===== config.mk =====
export PLATFORM = sky130hd
export DESIGN_NAME = half_single_float_converter
export DESIGN_NICKNAME = d
export VERILOG_FILES = /design/src/rtl/core/hsfc_pkg.sv /design/src/rtl/core/hsfc_convert.sv /design/src/rtl/core/half_single_float_converter.sv
export SDC_FILE = /design/constraint.sdc
export NUM_CORES = 1
export LEC_CHECK = 0
export ABC_CLOCK_PERIOD_IN_PS = 4200
export BUFFER_PORTS_ARGS = -buffer_cell sky130_fd_sc_hd__buf_2
export CAP_MARGIN = 10
export CORE_ASPECT_RATIO = 1.2
export CORE_MARGIN = 5
export CORE_UTILIZATION = 55
export DETAILED_ROUTE_END_ITERATION = 10
export PLACE_DENSITY = 0.78
export SLEW_MARGIN = 15
export SYNTH_ARGS = -nofsm -noshare
export SYNTH_HDL_FRONTEND = slang
export SYNTH_SLANG_ARGS = --single-unit

===== constraint.sdc =====
create_clock -name clk_i -period 4.2 [get_ports clk_i]
set_clock_uncertainty 0.2 [all_clocks]
set_input_delay 0 -clock clk_i [delete_from_list [all_inputs] [get_ports clk_i]]
set_output_delay 0 -clock clk_i [all_outputs]
set_load 0.03 [all_outputs]

===== src/rtl/core/hsfc_pkg.sv =====
`timescale 1ns / 1ps
// ----------------------------------------------------------------------------
// hsfc_pkg
// Shared types and constants for the half/single float converter.
// ----------------------------------------------------------------------------
package hsfc_pkg;

  typedef enum logic {
    ACT_WIDEN  = 1'b0,
    ACT_NARROW = 1'b1
  } action_e;

  localparam logic [15:0] HALF_SIGN = 16'h8000;
  localparam logic [15:0] HALF_INF  = 16'h7C00;
  localparam logic [31:0] SGL_INF   = 32'h7F80_0000;
  localparam logic [23:0] SGL_HID   = 24'h80_0000;
  localparam logic [23:0] RND_HALF  = 24'h00_1000;

endpackage


===== src/rtl/core/hsfc_convert.sv =====
`timescale 1ns / 1ps
// ----------------------------------------------------------------------------
// hsfc_convert
// Combinational binary16 <-> binary32 pattern conversion.
// ----------------------------------------------------------------------------
module hsfc_convert (
  input  logic [0:0]  action_i,
  input  logic [31:0] operand_i,
  output logic [31:0] converted_o
);

  logic [31:0] widen;
  logic [15:0] narrow;

  // half -> single
  always_comb begin
    logic [4:0] ex;
    logic [9:0] fr;
    logic [3:0] lz;
    logic [10:0] nf;
    ex = operand_i[14:10];
    fr = operand_i[9:0];
    lz = 4'd0;
    for (int i = 0; i < 10; i++) begin
      if (fr[i]) lz = 4'(9 - i);
    end
    nf = {1'b0, fr} << (lz + 4'd1);
    if (ex == 5'd0) begin
      if (fr == 10'd0) widen = {operand_i[15], 31'd0};
      else widen = {operand_i[15], 8'(8'd112 - {4'd0, lz}), nf[9:0], 13'd0};
    end else if (ex == 5'h1F) begin
      widen = {operand_i[15], 31'd0} | hsfc_pkg::SGL_INF | {9'd0, fr, 13'd0};
    end else begin
      widen = {operand_i[15], 8'({3'd0, ex} + 8'd112), fr, 13'd0};
    end
  end

  // single -> half, round half-up on magnitude
  always_comb begin
    logic [7:0]  e8;
    logic [23:0] m;
    logic [23:0] sh;
    logic [4:0]  amt;
    logic [11:0] r;
    logic [15:0] sgn;
    e8  = operand_i[30:23];
    sgn = operand_i[31] ? hsfc_pkg::HALF_SIGN : 16'd0;
    m   = {1'b0, operand_i[22:0]} | hsfc_pkg::SGL_HID;
    amt = 5'(8'd113 - e8);
    sh  = m >> amt;
    r   = 12'd0;
    if (e8 <= 8'd112) begin
      if (e8 < 8'd102) begin
        narrow = sgn;
      end else begin
        r = 12'((sh + hsfc_pkg::RND_HALF) >> 13);
        narrow = sgn | {4'd0, r};
      end
    end else if (e8 >= 8'd143) begin
      narrow = sgn | hsfc_pkg::HALF_INF;
    end else begin
      r = 12'(({1'b0, operand_i[22:0]} + hsfc_pkg::RND_HALF) >> 13);
      narrow = sgn | 16'({5'(e8 - 8'd112), 10'd0} + {4'd0, r});
    end
  end

  assign converted_o = (action_i == hsfc_pkg::ACT_NARROW) ? {16'd0, narrow} : widen;

endmodule


===== src/rtl/core/half_single_float_converter.sv =====
`timescale 1ns / 1ps
// ----------------------------------------------------------------------------
// half_single_float_converter
// Converts binary16 <-> binary32 bit patterns, one transfer per cycle while unstalled.
// ----------------------------------------------------------------------------
// Each input transfer is registered, converted by one short combinational
// stage, and placed in the result register: one item per cycle sustained
// while out_stall_i is low, set by the input and result register pair. A skid-free
// two-stage pipeline that advances whenever its downstream slot is free.
module half_single_float_converter (
  input  logic        clk_i,
  input  logic        rst_ni,
  input  logic        in_valid_i,
  output logic        in_stall_o,
  input  logic [0:0]  action_i,
  input  logic [31:0] operand_i,
  output logic        out_valid_o,
  input  logic        out_stall_i,
  output logic [31:0] converted_o
);

  logic        a_vld_q;
  logic [0:0]  act_q;
  logic [31:0] opd_q;
  logic        r_vld_q;
  logic [31:0] res_q;
  logic [31:0] res_d;
  logic        r_adv;
  logic        a_adv;

  hsfc_convert u_conv (
    .action_i   (act_q),
    .operand_i  (opd_q),
    .converted_o(res_d)
  );

  assign r_adv      = !r_vld_q || !out_stall_i;
  assign a_adv      = !a_vld_q || r_adv;
  assign in_stall_o = !a_adv;

  always_ff @(posedge clk_i or negedge rst_ni) begin
    if (!rst_ni) begin
      a_vld_q <= 1'b0;
      r_vld_q <= 1'b0;
    end else begin
      if (r_adv) r_vld_q <= a_vld_q;
      if (a_adv) a_vld_q <= in_valid_i;
    end
  end

  always_ff @(posedge clk_i) begin
    if (r_adv && a_vld_q) res_q <= res_d;
    if (a_adv && in_valid_i) begin
      act_q <= action_i;
      opd_q <= operand_i;
    end
  end

  assign out_valid_o = r_vld_q;
  assign converted_o = res_q;

endmodule


==> summary.md <==
| Metric | Value |
|---|---|
| CP Class | register to register |
| Static Leak | 2.04 nW |
| Largest area contributor in the netlist | edfxtp_1 |
| Syn Nets | 441 |
| CTS Buf Count | 9 |
| Die height | 108 um |
| Routed wire length | 10600 um |
| Top post-synthesis cells by count | edfxtp_1 (64), nand2_1 (31), a21oi_1 (27) |
| DR iter-0 viols | 270 |
| Routability cong. | 0.921 |
| Reg area | 1970 um2 |
| Antenna diodes | 0 |
| Number of enable flip-flop cells after synthesis | 64 |
| Mapped Avg Cell Area | 11.0 um2 |
| Unrepaired setup endpoints after global routing | false |
| GRT Util Overall | 0.228 |
| Main synth FF type | edfxtp_1 |
| Clock-pin slew on the worst setup and hold paths | 80 ps |
| First-pass GRT wire length | 17500 um |
| Synth unique cells | 71 |
| HP Class | primary input to register |
| Vias | 3472 |
| Synth warn | 0 |
| Most numerous cell in the Yosys netlist | edfxtp_1 |
| Worst setup EP type | register |
| DP Worst Slack | 888 ps |
| Area Growth Syn to Fin | 20.3% |
| Residual DRC | 0 |
| Clk buf depth | 2 |
| Clk sinks | 66 |
| Layout Nets | 541 |
| Wire length per cell | 18.0 um |
| Slew Viols, Final | 0 |
| Final TNS setup | 0 ps |
| Power per cell area | 338 nW/um2 |
| Total grt overflow | 0 |
| Slew headroom | 0.355 |
| Die area | 9810 um2 |
| Fill count | 611 |
| Yosys top cell area share | 0.441 |
| Fin worst setup slack | 849 ps |
| Tcrit/Tclk final | 0.798 |
| Antenna Violating Nets Remaining | 0 |
| Synth Register Bits | 66 |
| Die width | 91.3 um |
| Critical path launch point type | register |
| Final Hold Vio Count | 0 |
| HPWL after DPL | 7120 um |
| Post_cts resized | 0 |
| Final setup fails | 0 |
| Ports | 71 |
| Vias in the first global route | 3466 |
| Sequential area share after synthesis | 0.452 |
| Flop-to-flop setup slack | 850 ps |
| Worst r2r src | opd_q[23] |
| Finished Cell Area | 5240 um2 |
| Status | complete, no violations |
| Root Driver | clkbuf_8 |
| Number of max-cap violations | 0 |
| Initial antenna violation count | 0 |
| Initial Util | 0.566 |
| Mapped Cells | 395 |
| Share of cells above drive strength 1 | 0.242 |
| Worst Path Arrival | 3240 ps |
| Largest net degree at the start of global routing | 34 |
| Worst-path maximum fanout | 23 |
| Worst-Margin Slew | 968 ps |
| Dpl cell area | 4660 um2 |
| HP Start | operand_i[5] |
| CTS tree | yes |
| Tmin final | 3350 ps |
| FMAX | 298 MHz |
| H-tree levels | 3 |
| VDD IR-drop max | 0.000267 V |
| CP Data Required Time | 4090 ps |
| Post-synth ARST share | 0.0303 |
| Crit path launch | opd_q[23] |
| Post-synthesis cell area | 4360 um2 |
| Rows | 35 |
| Core ar. | 7710 um2 |
| Synth top area cells | edfxtp_1 (44%), mux2i_1 (5.3%), mux4_2 (4.1%) |
| First drt pass iteration count | 4 |
| Footprint of the multi-input gates | 2120 um2 |
| Number of I/O port buffers | 70 |
| Via density | 5.86 |
| Worst skew pair latency | 350 ps |
-- worst max-delay path, cell delays in order (launching register included) --
cell	delay, ps
edfxtp_1	990
mux4_2	590
and3_1	170
o31a_1	350
ha_1	240
and3_1	180
nand2_1	80
xor2_1	170
o22ai_1	110
-- where the power goes --
| group | total [mW] | switching, mW | internal (mW) |
|---|---|---|---|
| sequential | 0.838 | 0.0570 | 0.781 |
| combinational | 0.389 | 0.227 | 0.162 |
| clock | 0.544 | 0.265 | 0.279 |
| total | 1.77 | 0.549 | 1.22 |
-- registers in the layout (all words and copies together), names as in the netlist --
| register | cells |
|---|---|
| act_q | 1 |
| out_valid_o | 1 |
| a_vld_q | 1 |
| converted_o | 31 |
| opd_q | 32 |
-- final timing paths --
check,depth (start not counted),endpoint
max,8,converted_o[7]
min,2,opd_q[5]
max reg2reg,8,converted_o[7]
min reg2reg,1,out_valid_o
max in group asynchronous,3,a_vld_q
min in group asynchronous,3,out_valid_o
-- layer usage --
layer / vias to the layer above / track usage / part of all wire
met3: 13 / 0.0608 / 0.059
li1: 1684 / - / -
met4: 0 / 0.0545 / 0.012
met1: 1659 / 0.279 / 0.41
met2: 116 / 0.400 / 0.52
met5: - / 0 / 0
-- logic make-up (layout without fill, tap and decap cells) --
family | count (synthesis) | count (layout) | synth area share
AO/OA/AOI/OAI | 97 | 97 | 0.154
XOR/XNOR | 24 | 24 | 0.0499
adder cells (fa/ha/maj) | 9 | 9 | 0.0258
buffers and inverters | 38 | 143 | 0.0620
flip-flops | 66 | 66 | 0.452
multiplexers | 32 | 32 | 0.0967
AND/OR/NAND/NOR | 129 | 129 | 0.159
-- final cells by class --
class                      count  share of cell area
sequential                    66               0.376
clock buffer                   9              0.0236
multi-input combinational    291               0.405
inverter                      14              0.0124
clock inverter                 7              0.0148
tap                           92              0.0220
timing repair buffer         113               0.147
-- through the flow --
step	util	cells	total power, mW	hold WS [ps]
after floorplan	-	395	1.12	-496
after global placement	0.605	538	1.20	-415
after detailed placement	0.605	538	1.21	-411
after CTS	0.680	592	1.77	137
after global routing	0.680	592	1.85	147
final	0.680	592	1.77	153
-- cells in the final DEF (no fill, tap or decap), types with 5 or more instances in the layout --
cell and count:
a21oi_1 27, a31oi_1 5, buf_2 70, buf_4 5, clkbuf_8 9, dlygate4sd3_1 38
edfxtp_1 64, ha_1 9, inv_1 13, mux2i_1 23, mux4_2 8, nand2_1 31
nand2b_1 6, nand3_1 15, nor2_1 26, nor2b_1 9, nor3_1 9, nor4_1 5
o21ai_0 16, o22ai_1 8, xnor2_1 13, xor2_1 10
-- repair_timing --
action,CTS,global route
setup buffers,0,0
hold buffers,38,0
endpoints found under the hold margin,37,0
Note: power is estimated with default switching activity, not from simulation.
